===== src/rtl/lmph_pkg.sv =====
// Types and constants for the peak-hold level meter.
// Used by level_meter_peak_hold and its checker; depends on nothing.
package lmph_pkg;

    localparam int PART_W  = 4;
    localparam int VEL_W   = 7;
    localparam int LEVEL_W = 15;
    localparam int HOLD_W  = 8;
    localparam int CFG_IDX_W = 2;

    // Full scale: velocity 127 shifted up by 8
    localparam logic [LEVEL_W-1:0] LEVEL_MAX = 15'd32512;

    localparam logic [LEVEL_W-1:0] BAR_FALLOFF_RST  = 15'd1024;
    localparam logic [LEVEL_W-1:0] PEAK_FALLOFF_RST = 15'd256;
    localparam logic [HOLD_W-1:0]  HOLD_TICKS_RST   = 8'd100;

    // Configuration register indexes
    typedef enum logic [CFG_IDX_W-1:0] {
        CFG_BAR_FALLOFF  = 2'd0,
        CFG_PEAK_FALLOFF = 2'd1,
        CFG_HOLD_TICKS   = 2'd2
    } cfg_reg_t;

    // Stored meter state of one part
    typedef struct packed {
        logic [LEVEL_W-1:0] bar;
        logic [LEVEL_W-1:0] peak;
        logic [HOLD_W-1:0]  hold;
    } meter_t;

endpackage


===== src/rtl/level_meter_peak_hold.sv =====
// Per-part bar meter with peak hold and falloff.
// Depends on lmph_pkg.
//
// Channel   Dir  Handshake          Payload
// s_        in   s_valid/s_ready    s_part_index, s_part_active, s_velocity
// m_        out  m_valid/m_ready    m_part_out, m_bar_level, m_peak_level
// cfg_      in   cfg_we             cfg_index, cfg_data
//
// One item per cycle sustained while m_ready is high; the input register loads at the
// input transfer, and the result register, which drives m_valid, loads from it when
// the result slot is free. Meter state is updated at the same edge the result register
// loads, so an item for the same part in the next cycle sees the new state.
// Synchronous active-low reset clears all meters and loads register defaults.
// A stalled result holds; the input register takes one more item and then holds it.
module level_meter_peak_hold #(
    parameter int NUM_PARTS = 9
) (
    input  logic                              aclk,
    input  logic                              aresetn,
    input  logic                              s_valid,
    output logic                              s_ready,
    input  logic [lmph_pkg::PART_W-1:0]       s_part_index,
    input  logic                              s_part_active,
    input  logic [lmph_pkg::VEL_W-1:0]        s_velocity,
    output logic                              m_valid,
    input  logic                              m_ready,
    output logic [lmph_pkg::PART_W-1:0]       m_part_out,
    output logic [lmph_pkg::LEVEL_W-1:0]      m_bar_level,
    output logic [lmph_pkg::LEVEL_W-1:0]      m_peak_level,
    input  logic                              cfg_we,
    input  logic [lmph_pkg::CFG_IDX_W-1:0]    cfg_index,
    input  logic [lmph_pkg::LEVEL_W-1:0]      cfg_data
);

    localparam int IDX_W = (NUM_PARTS > 1) ? $clog2(NUM_PARTS) : 1;
    localparam int EXT_W = 6;

    // Configuration registers
    logic [lmph_pkg::LEVEL_W-1:0] bar_falloff_reg;
    logic [lmph_pkg::LEVEL_W-1:0] peak_falloff_reg;
    logic [lmph_pkg::HOLD_W-1:0]  hold_ticks_reg;

    // Input register
    logic                         in_valid_reg, in_valid_next;
    logic [lmph_pkg::PART_W-1:0]  in_part_reg;
    logic                         in_active_reg;
    logic [lmph_pkg::VEL_W-1:0]   in_vel_reg;

    // Result register
    logic                         out_valid_reg, out_valid_next;
    logic [lmph_pkg::PART_W-1:0]  out_part_reg;
    logic [lmph_pkg::LEVEL_W-1:0] out_bar_reg;
    logic [lmph_pkg::LEVEL_W-1:0] out_peak_reg;

    // Meter state
    lmph_pkg::meter_t             meter_reg [NUM_PARTS];
    lmph_pkg::meter_t             meter_cur;
    lmph_pkg::meter_t             meter_next;

    logic                         advance;
    logic                         in_range;
    logic [EXT_W-1:0]             part_ext;
    logic [IDX_W-1:0]             idx;

    logic [lmph_pkg::LEVEL_W-1:0] scaled;
    logic [lmph_pkg::LEVEL_W-1:0] bar_up;
    logic [lmph_pkg::LEVEL_W-1:0] bar_down;
    logic [lmph_pkg::LEVEL_W-1:0] bar_new;
    logic                         take_peak;
    logic [lmph_pkg::LEVEL_W-1:0] peak_mid;
    logic [lmph_pkg::HOLD_W-1:0]  hold_mid;
    logic [lmph_pkg::LEVEL_W-1:0] peak_new;
    logic [lmph_pkg::HOLD_W-1:0]  hold_new;

    // Handshake: move the input item on when the result slot is free or drains
    assign advance = in_valid_reg && (!out_valid_reg || m_ready);
    assign s_ready = !in_valid_reg || advance;

    assign in_valid_next  = (s_valid && s_ready) ? 1'b1 :
                            (advance ? 1'b0 : in_valid_reg);
    assign out_valid_next = advance ? 1'b1 : (m_ready ? 1'b0 : out_valid_reg);

    // Decode part and fetch its meter
    assign part_ext  = EXT_W'(in_part_reg);
    assign idx       = part_ext[IDX_W-1:0];
    assign in_range  = 32'(in_part_reg) < NUM_PARTS;
    assign meter_cur = meter_reg[idx];

    // Bar stage: rise to the new level, or fall off when inactive
    always_comb begin
        scaled   = {in_vel_reg, 8'd0};
        bar_up   = (scaled >= meter_cur.bar) ? scaled : meter_cur.bar;
        bar_down = (meter_cur.bar > bar_falloff_reg) ?
                   (meter_cur.bar - bar_falloff_reg) : '0;
        bar_new  = in_active_reg ? bar_up : bar_down;
    end

    // Peak stage: take a new peak, then either fall off or count the hold down
    always_comb begin
        take_peak = bar_new >= meter_cur.peak;
        peak_mid  = take_peak ? bar_new : meter_cur.peak;
        hold_mid  = take_peak ? hold_ticks_reg : meter_cur.hold;
        if (hold_mid == '0 && peak_mid != '0) begin
            peak_new = (peak_mid > peak_falloff_reg) ? (peak_mid - peak_falloff_reg) : '0;
            hold_new = hold_mid;
        end else begin
            peak_new = peak_mid;
            hold_new = (hold_mid != '0) ? (hold_mid - 8'd1) : '0;
        end
        meter_next.bar  = bar_new;
        meter_next.peak = peak_new;
        meter_next.hold = hold_new;
    end

    // Control registers
    always_ff @(posedge aclk) begin
        if (!aresetn) begin
            in_valid_reg  <= 1'b0;
            out_valid_reg <= 1'b0;
        end else begin
            in_valid_reg  <= in_valid_next;
            out_valid_reg <= out_valid_next;
        end
    end

    // Configuration writes; unknown indexes are dropped
    always_ff @(posedge aclk) begin
        if (!aresetn) begin
            bar_falloff_reg  <= lmph_pkg::BAR_FALLOFF_RST;
            peak_falloff_reg <= lmph_pkg::PEAK_FALLOFF_RST;
            hold_ticks_reg   <= lmph_pkg::HOLD_TICKS_RST;
        end else if (cfg_we) begin
            case (lmph_pkg::cfg_reg_t'(cfg_index))
                lmph_pkg::CFG_BAR_FALLOFF:  bar_falloff_reg  <= cfg_data;
                lmph_pkg::CFG_PEAK_FALLOFF: peak_falloff_reg <= cfg_data;
                lmph_pkg::CFG_HOLD_TICKS:   hold_ticks_reg   <= cfg_data[lmph_pkg::HOLD_W-1:0];
                default: ;
            endcase
        end
    end

    // Capture the input transfer
    always_ff @(posedge aclk) begin
        if (s_valid && s_ready) begin
            in_part_reg   <= s_part_index;
            in_active_reg <= s_part_active;
            in_vel_reg    <= s_velocity;
        end
    end

    // Load the result; out-of-range parts report zero levels
    always_ff @(posedge aclk) begin
        if (advance) begin
            out_part_reg <= in_part_reg;
            out_bar_reg  <= in_range ? meter_next.bar  : '0;
            out_peak_reg <= in_range ? meter_next.peak : '0;
        end
    end

    // Write back the meter of the updated part
    always_ff @(posedge aclk) begin
        if (!aresetn) begin
            for (int i = 0; i < NUM_PARTS; i++) begin
                meter_reg[i] <= '0;
            end
        end else if (advance && in_range) begin
            meter_reg[idx] <= meter_next;
        end
    end

    assign m_valid      = out_valid_reg;
    assign m_part_out   = out_part_reg;
    assign m_bar_level  = out_bar_reg;
    assign m_peak_level = out_peak_reg;

endmodule


===== config.mk =====
export PLATFORM = sky130hd
export DESIGN_NAME = level_meter_peak_hold
export DESIGN_NICKNAME = d
export VERILOG_FILES = /design/src/rtl/lmph_pkg.sv /design/src/rtl/level_meter_peak_hold.sv
export SDC_FILE = /design/constraint.sdc
export NUM_CORES = 1
export LEC_CHECK = 0
export ABC_AREA = 0
export ABC_CLOCK_PERIOD_IN_PS = 10800
export BUFFER_PORTS_ARGS = -buffer_cell sky130_fd_sc_hd__buf_2
export CAP_MARGIN = 20
export CORE_ASPECT_RATIO = 2
export CORE_UTILIZATION = 40
export DETAILED_ROUTE_END_ITERATION = 8
export MAX_ROUTING_LAYER = met4
export PLACE_DENSITY = 0.59
export SLEW_MARGIN = 40
export SYNTH_ARGS = -nofsm -noshare
export SYNTH_HDL_FRONTEND = slang
export SYNTH_SLANG_ARGS = --single-unit

===== constraint.sdc =====
create_clock -name aclk -period 10.8 [get_ports aclk]
set_clock_uncertainty 0.2 [all_clocks]
set_input_delay 2.16 -clock aclk [delete_from_list [all_inputs] [get_ports aclk]]
set_output_delay 2.16 -clock aclk [all_outputs]
set_load 0.1 [all_outputs]

Word level (Yosys, flattened, before mapping) --
Memories as Yosys holds them, arrays and structs flattened. A register that Yosys moved wholly into a read port is not among the register bits. Index checks and enable logic that the tools add are counted.
Storage, ports and cells: bits in registers 86, memories kept 1, logic and storage cells 61, bits of input ports 34, latch bits 0, output and inout bits 36, memory bits (read-only) 0, memory bits (writable) 342
Memory list:
- meter_reg | depth 9, bits a word 38, read ports 1, clocked after Yosys merged registers in 1, wr ports 9, RTL line level_meter_peak_hold.sv:56 | lmph_pkg::meter_t meter_reg [NUM_PARTS];
Cells by class: $add $sub $neg 3, multiplexer cells 21, magnitude comparators 5, eq/ne operators 2, reductions and logical operators 18, shift operators 0, multiply operators 0, div/mod/pow operators 0, bitwise logic cells 0
Operator list (number):
- 15-bit two-way mux | 6
- 38-bit two-way mux | 1
- 38-bit OR reduction | 1
- 15-bit >= comparator | 2
- 15-bit > comparator | 2
- 15-bit subtractor | 2
- 8-bit two-way mux | 3
- 15-bit nonzero test | 1
- 1-bit two-way mux | 9
- 8-bit logical NOT | 1
- 4-bit two-way mux | 2
- 8-bit nonzero test | 1
- 8-bit by 1-bit subtractor with 8-bit output, second input constant | 1
- 2-bit AND reduction | 3
- 1-bit logical AND | 4
- 4-bit less-than comparator, second input constant | 1
- 2-bit nonzero test | 2
- 2-bit by 1-bit equality test with 1-bit output, second input constant | 1
- 2-bit equality test, second input constant | 1
- 1-bit logical NOT | 2
- 2-bit logical NOT | 1
- 1-bit logical OR | 2

Depth between registers and ports, before layout --
Gate-level depths: netlist of the first run.
depth in word-level cells 9, mapped depth 42, gate-level depth less buffers 36

Worst setup path before layout of the first run --
OpenSTA, ideal clock, no wires.
kind register to register, from register with a tool-made name, to memory meter_reg[10][22] (netlist name) (data pin), clock period less this slack 8842 ps, arrival 8380 ps, cell stages (with the launch flop) 40, path buffers 10, required time 10338 ps, setup time 262 ps, setup slack 1958 ps, path through dfxtp_1 -> clkbuf_1 -> buf_2 -> clkbuf_1 -> clkbuf_1 -> o21ai_0 -> ha_1 -> a21o_1 -> a31o_2 -> a311oi_1 -> o21ai_0 -> clkbuf_1 -> nand3_1 -> o311a_2 -> clkbuf_1 -> inv_1 -> ha_1 -> a21o_1 -> [4 not listed] -> clkbuf_1 -> clkbuf_1 -> nor2_1 -> a21oi_1 -> ha_1 -> nor2b_1 -> o21ai_0 -> a21boi_0 -> o211ai_1 -> a21oi_1 -> o21a_1 -> o21ai_0 -> a211o_1 -> buf_1 -> nand2_1 -> a32oi_2 -> buf_2 -> inv_2
RTL lines (RTL line):
- to (decl) | level_meter_peak_hold.sv:56

==> key figures, run 1 <==
Logic synthesis
  – Avg Cell Area, Syn: ~15 um^2
  – Post-synth EDFFs: about 650
  – Post-synth top flop: edfxtp_1
  – Async SR Flop Fraction: 0%
  – Synth warn: 0
  – Post-synthesis cell type count: approximately 70
  – FF+latch count, synth: between 600 and 700
  – Syn Inst Count: between 2000 and 2500
  – Area of the mapped netlist: roughly 31000 um^2
  – Seq/Total Area, Yosys: roughly two thirds

Placed design
  – Placement Cell Area: about 34000 um^2
  – Buffers added on ports: slightly below 70
  – Final GP Congestion: 0.9542
  – DP HPWL: ~55000 um
  – Post-placement cell count: approximately 3300

GRT
  – Vias in the first global route: about 20000
  – GRT Resource Usage Total: 23.01%
  – Initial antenna violation count: 3
  – Gr ovfl total: 0
  – Pin count of the biggest net entering global routing: 52
  – First-pass GRT wire length: about 130000 um

Detailed routing
  – Remaining DRCs: 0
  – DRT Wirelength: approximately 86000 um
  – Avg WL per Cell: around 25 um
  – Post-DRT Antenna Nets: 0
  – Average vias per placed instance: around 5.3
  – DRT iter0 DRCs: 1416
  – Vias: 18466
  – Router iterations before antenna repair: 8

Worst setup path
  – Slowest Stage Delay on Critical Path: approximately 660 ps
  – Worst setup SP type: flip-flop
  – R2r worst-path depth: 32
  – Most used cell along the critical path: o21ai_0
  – Critical R2R Capture: meter_reg[12][17]
  – CP Max Fanout: 37
  – Buffer and inverter count on the worst path: 3
  – Setup crit end kind: flip-flop
  – Slowest cell on crit path: a32oi_2
  – Worst EP required: 10940 ps
  – Critical path depth: 32
  – CP top delay family: compound AO/OA/AOI/OAI gates
  – Worst reg-to-reg setup slack: between 700 and 800 ps
  – CP Class: flip-flop to flip-flop
  – End point of the critical path: meter_reg[12][17]
  – Worst EP arrival: 10180 ps

Floorplan
  – Core region area: between 70000 and 80000 um^2
  – Die area: ~80000 um^2
  – Starting Density: 40.30%
  – Chip height: 395.7 um
  – Width of the die: between 150 and 200 um
  – I/O pin cnt: 70
  – FP Rows: ~140

STA
  – Max Fclk: 0.09959 GHz
  – Tcrit/Tclk final: just over 90%
  – RSZ-0062 raised after global routing: false
  – Relative slew slack: about two fifths
  – Post-layout min period: 10040 ps
  – Worst slew pin tran: between 800 and 900 ps
  – Hold Fails Final Rpt: 0
  – Final slew viol count: 0
  – Setup TNS: 0 ps
  – Final setup vio count: 0

Clock network
  – CTS H-tree depth: 2
  – Clock-pin slew on the worst setup and hold paths: 70 ps
  – Root buffer cell: clkbuf_16
  – Skew-Pair Late Insertion Delay: 630 ps
  – CTS Buf Count: between 50 and 60
  – Post-CTS sizing: 0
  – Clock Path Buffers: 3
  – CTS Sinks: 698
  – # hold bufs at CTS: 0
  – Setup bufs post-CTS: 0
  – CTS tree: built

Pwr
  – Max IR drop VDD: between 0.1 and 0.15 mV
  – Pwr Density: 265.3 nW/um^2
  – P_leak: between 10 and 15 nW

Cells and area
  – Final nets: 2474
  – Post-Layout Cell Count: 3455
  – Layout cells sized above 1: 18.97%
  – Design Area, Final: roughly 36000 um^2
  – Commonest non-fill, non-tap cell in the layout: edfxtp_1
  – Largest register FFs: ~610
  – Synth-to-Final Area Change: 14.78%
  – Commonest cells after routing, fill and taps aside: 654 x edfxtp_1, 401 x nor2_1, 266 x conb_1

Worst hold path
  – Hold Crit Class: flip-flop to flip-flop

Run status
  – Run status: complete, no violations

Flow run
  – Max-Cap Viols: 0
per-stage QoR:
step	power, mW	util, %	setup slack [ps]	hold slack, ps
2_1_floorplan	6.234	-	1958	243.5
3_3_place_gp	7.277	43.68	875.8	256.6
3_5_place_dp	7.370	43.75	847.7	264.6
4_1_cts	9.483	46.17	816.2	274.1
5_1_grt	9.866	46.25	22.60	300.7
6_report	9.439	46.25	759.3	271.9
cells by family after synthesis:
| group | count (synthesis) | synth area share (%) |
|---|---|---|
| other cells | 1 | 0.01210 |
| simple gates | 611 | 8.177 |
| buf+inv | 245 | 3.313 |
| mux | 221 | 14.56 |
| xor+xnor | 22 | 0.6215 |
| fa+ha+maj | 60 | 2.470 |
| compound gates | 199 | 4.657 |
| flops | 698 | 66.19 |
how the worst min path moves through the flow:
| stage | startpoint | endpoint | slack (ps) | cells past startpoint |
|---|---|---|---|---|
| 2_1_floorplan | bar_falloff_reg[11] | bar_falloff_reg[11] | 240 | 2 |
| 3_3_place_gp | peak_falloff_reg[14] | peak_falloff_reg[14] | 260 | 2 |
| 3_5_place_dp | peak_falloff_reg[11] | peak_falloff_reg[11] | 260 | 2 |
| 4_1_cts | peak_falloff_reg[11] | peak_falloff_reg[11] | 270 | 2 |
| 5_1_grt | bar_falloff_reg[6] | bar_falloff_reg[6] | 300 | 2 |
| 6_report | bar_falloff_reg[11] | bar_falloff_reg[11] | 270 | 2 |
cell usage after synthesis, types with 5 or more instances:
master    number  area (um^2)
a22oi_1        8        60.06
mux2i_1       30        300.3
o211ai_1      11        82.58
o21a_1         9        67.56
a221oi_1       5        43.79
buf_2         23        115.1
buf_1          8        30.03
nor4_1         6        37.54
clkbuf_1      88        330.3
mux2_2         7        78.83
a21oi_1       41        205.2
xnor2_1       14        122.6
o21ai_0       21        105.1
nor3_1         8        40.04
and3_1         5        31.28
nor2b_1       17        106.4
buf_6          6        67.56
nand2_1      112        420.4
inv_1         99        371.6
a21o_1        20        150.1
xor2_1         8        70.07
edfxtp_1     654        19640
inv_2         12        45.04
and2_1         9        56.30
a211oi_1      13        97.59
buf_4          9        67.56
dfxtp_1       44        880.8
nor2_1       402         1509
nand4_1       13        81.33
nand3_1       17        85.08
ha_1          58        725.7
a21boi_0      32        240.2
mux4_2       181         4076
a32oi_1        7        61.31
worst register-to-register path: cells and delay by family, from the launching register on:
| kind | cells | cell delay (ps) |
|---|---|---|
| buffers and inverters | 3 | 720 |
| adders and majority gates | 3 | 1060 |
| AOI/OAI and AO/OA | 17 | 4970 |
| DFF | 1 | 590 |
| and+or+nand+nor | 7 | 1330 |
| muxes | 2 | 880 |
final cells by class:
cell class	count	area, um^2
fill	6817	41350
sequential	698	20530
multi-input combinational	1379	10650
clock buffer	81	1595
tap	1022	1279
timing repair buffer	131	835.8
inverter	111	416.7
clock inverter	30	270.3
antenna	3	7.507
routing by layer:
layer | GRT usage (%) | up-vias | routed length [um]
met4 | 12.14 | 0 | 4964
met1 | 24.88 | 9470 | 30110
met3 | 2.577 | 221 | 4551
li1 | - | 8112 | -
met2 | 40.93 | 663 | 46330
met5 | - | - | 0
where the power goes:
| part | switching [mW] | internal [mW] | leakage, nW |
|---|---|---|---|
| logic | 2.28 | 1.11 | 5.37 |
| clock network | 0.979 | 1.13 | 0.917 |
| registers | 0.145 | 3.79 | 6.99 |
| total | 3.41 | 6.03 | 13.3 |
Note: power is estimated with default switching activity, not from simulation.
==> run 2: changes to the inputs <==
--- a/config.mk
+++ b/config.mk
@@ -14,6 +14,8 @@
 export DETAILED_ROUTE_END_ITERATION = 8
 export MAX_ROUTING_LAYER = met4
 export PLACE_DENSITY = 0.59
+export RECOVER_POWER = 50
+export SETUP_SLACK_MARGIN = 0.2
 export SLEW_MARGIN = 40
 export SYNTH_ARGS = -nofsm -noshare
 export SYNTH_HDL_FRONTEND = slang
==> key figures, run 2 (same netlist as run 1, synthesis figures left out) <==
Run status
  – Run status: complete, but fails checks
  – Violated checks: max-capacitance violations, max-slew violations

Cells and area
  – Multi-input logic area: 10540 um^2
  – Post-Layout Cell Count: 3455
  – Final core occ: around 46%
  – Layout cells sized above 1: between 15 and 20%
  – Design Area, Final: between 30000 and 40000 um^2
  – Commonest cells after routing, fill and taps aside: 654 x edfxtp_1, 401 x nor2_1, 266 x conb_1
  – Largest register FFs: ~600
  – Final nets: about 2500
  – FF+latch area: 20530 um^2
  – Synth-to-Final Area Change: 14.12%
  – Commonest non-fill, non-tap cell in the layout: edfxtp_1
  – Fillers: between 6000 and 7000

STA
  – Final setup vio count: 0
  – Tcrit/Tclk final: between 90 and 100%
  – RSZ-0062 raised after global routing: false
  – Final hold slack: ~270 ps
  – Relative slew slack: -108.2%
  – Setup TNS: 0 ps
  – Max Fclk: 0.09941 GHz
  – Post-layout min period: 10060 ps
  – Final slew viol count: between 400 and 500
  – Hold Fails Final Rpt: 0
  – Setup WS post-layout: 740.2 ps
  – Worst slew pin tran: ~3100 ps

Detailed routing
  – DRT iter0 DRCs: 1398
  – Post-DRT Antenna Nets: 0
  – Avg WL per Cell: ~25 um
  – Vias: between 15000 and 20000
  – DRT Wirelength: 86010 um
  – Average vias per placed instance: 5.374
  – Router iterations before antenna repair: 5
  – Remaining DRCs: 0

Floorplan
  – I/O pin cnt: 70
  – FP Rows: ~140
  – Width of the die: ~200 um
  – Core region area: 76930 um^2
  – Chip height: just under 400 um
  – Starting Density: 40.30%
  – Die area: just under 80000 um^2

Placed design
  – Post-placement cell count: roughly 3300
  – Final GP Congestion: between 0.9 and 1
  – Place WS: 847.7 ps
  – Buffers added on ports: 69
  – Placement Cell Area: 33650 um^2
  – DP HPWL: about 55000 um

Clock network
  – Clock-pin slew on the worst setup and hold paths: 70 ps
  – CTS H-tree depth: 2
  – Clock Path Buffers: 3
  – Skew-Pair Late Insertion Delay: approximately 630 ps
  – CTS tree: built
  – Root buffer cell: clkbuf_16
  – CTS Sinks: ~700
  – CTS Buf Count: 59
  – Setup bufs post-CTS: 0

Pwr
  – Max IR drop VDD: between 0.1 and 0.15 mV
  – Power after layout: between 9 and 10 mW
  – Pwr Density: about 270 nW/um^2
  – P_leak: 13.11 nW

Worst setup path
  – Critical path depth: 33
  – Worst EP arrival: 10130 ps
  – Critical R2R Capture: meter_reg[7][20]
  – Worst EP required: 10870 ps
  – CP Class: flip-flop to flip-flop
  – Slowest Stage Delay on Critical Path: a little under 600 ps
  – Worst setup SP type: flip-flop
  – CP top delay family: compound AO/OA/AOI/OAI gates
  – R2r worst-path depth: 33
  – Worst reg-to-reg setup slack: between 700 and 800 ps
  – Slowest cell on crit path: dfxtp_4
  – Most used cell along the critical path: o21ai_0
  – CP Max Fanout: 37
  – Setup crit end kind: flip-flop
  – Buffer and inverter count on the worst path: 3

GRT
  – GRT Resource Usage Total: a little under a quarter
  – Gr ovfl total: 0
  – Vias in the first global route: 19589
  – Initial antenna violation count: 3
  – First-pass GRT wire length: ~130000 um
  – Pin count of the biggest net entering global routing: 52

Flow run
  – Max-Cap Viols: 12

Worst hold path
  – Hold Crit Class: flip-flop to flip-flop
  – Hold EP: bar_falloff_reg[11]
  – Hold depth: 2
  – HP Start: bar_falloff_reg[11]
==> run 2: worst max-delay path by stage <==
stage | startpoint | to | slack, ps
floorplan | flip-flop | meter_reg[10][22] | 1960
global placement | flip-flop | meter_reg[11][21] | 880
detailed placement | flip-flop | meter_reg[12][17] | 850
CTS | flip-flop | meter_reg[9][21] | 820
global route | flip-flop | meter_reg[7][20] | 140
finish | flip-flop | meter_reg[7][20] | 740
==> run 2: tightest hold or removal path: cells and delay by family, from the launching register on <==
family	cells	cell delay (ps)
DFF	1	310
AOI/OAI and AO/OA	1	60
and+or+nand+nor	1	50
==> run 2: area by class of cell <==
cell class	instances	area share (%)
sequential	698	58.03
tap	1022	3.614
antenna	3	0.02122
inverter	111	1.178
timing repair buffer	131	2.087
clock buffer	81	4.509
clock inverter	30	0.7639
multi-input combinational	1379	29.79
==> run 2: metal layers <==
layer	part of all wire (%)	wire, um	GRT usage (%)	up-vias
met5	0	0	-	-
met4	6.1	5233	12.14	0
met3	5.0	4293	2.577	233
met2	54	46160	40.93	676
met1	35	30330	24.88	9559
li1	-	-	-	8100
==> run 2: where the power goes <==
group	switching (mW)	internal, mW	leakage (nW)
registers	0.146	3.80	6.99
clock network	0.981	1.13	0.917
logic	2.29	1.10	5.20
total	3.42	6.03	13.1
==> run 2: repair_timing <==
item,in CTS,in global routing
endpoints found under the setup margin,0,73
gates resized for setup,0,5
hold buffers,0,0
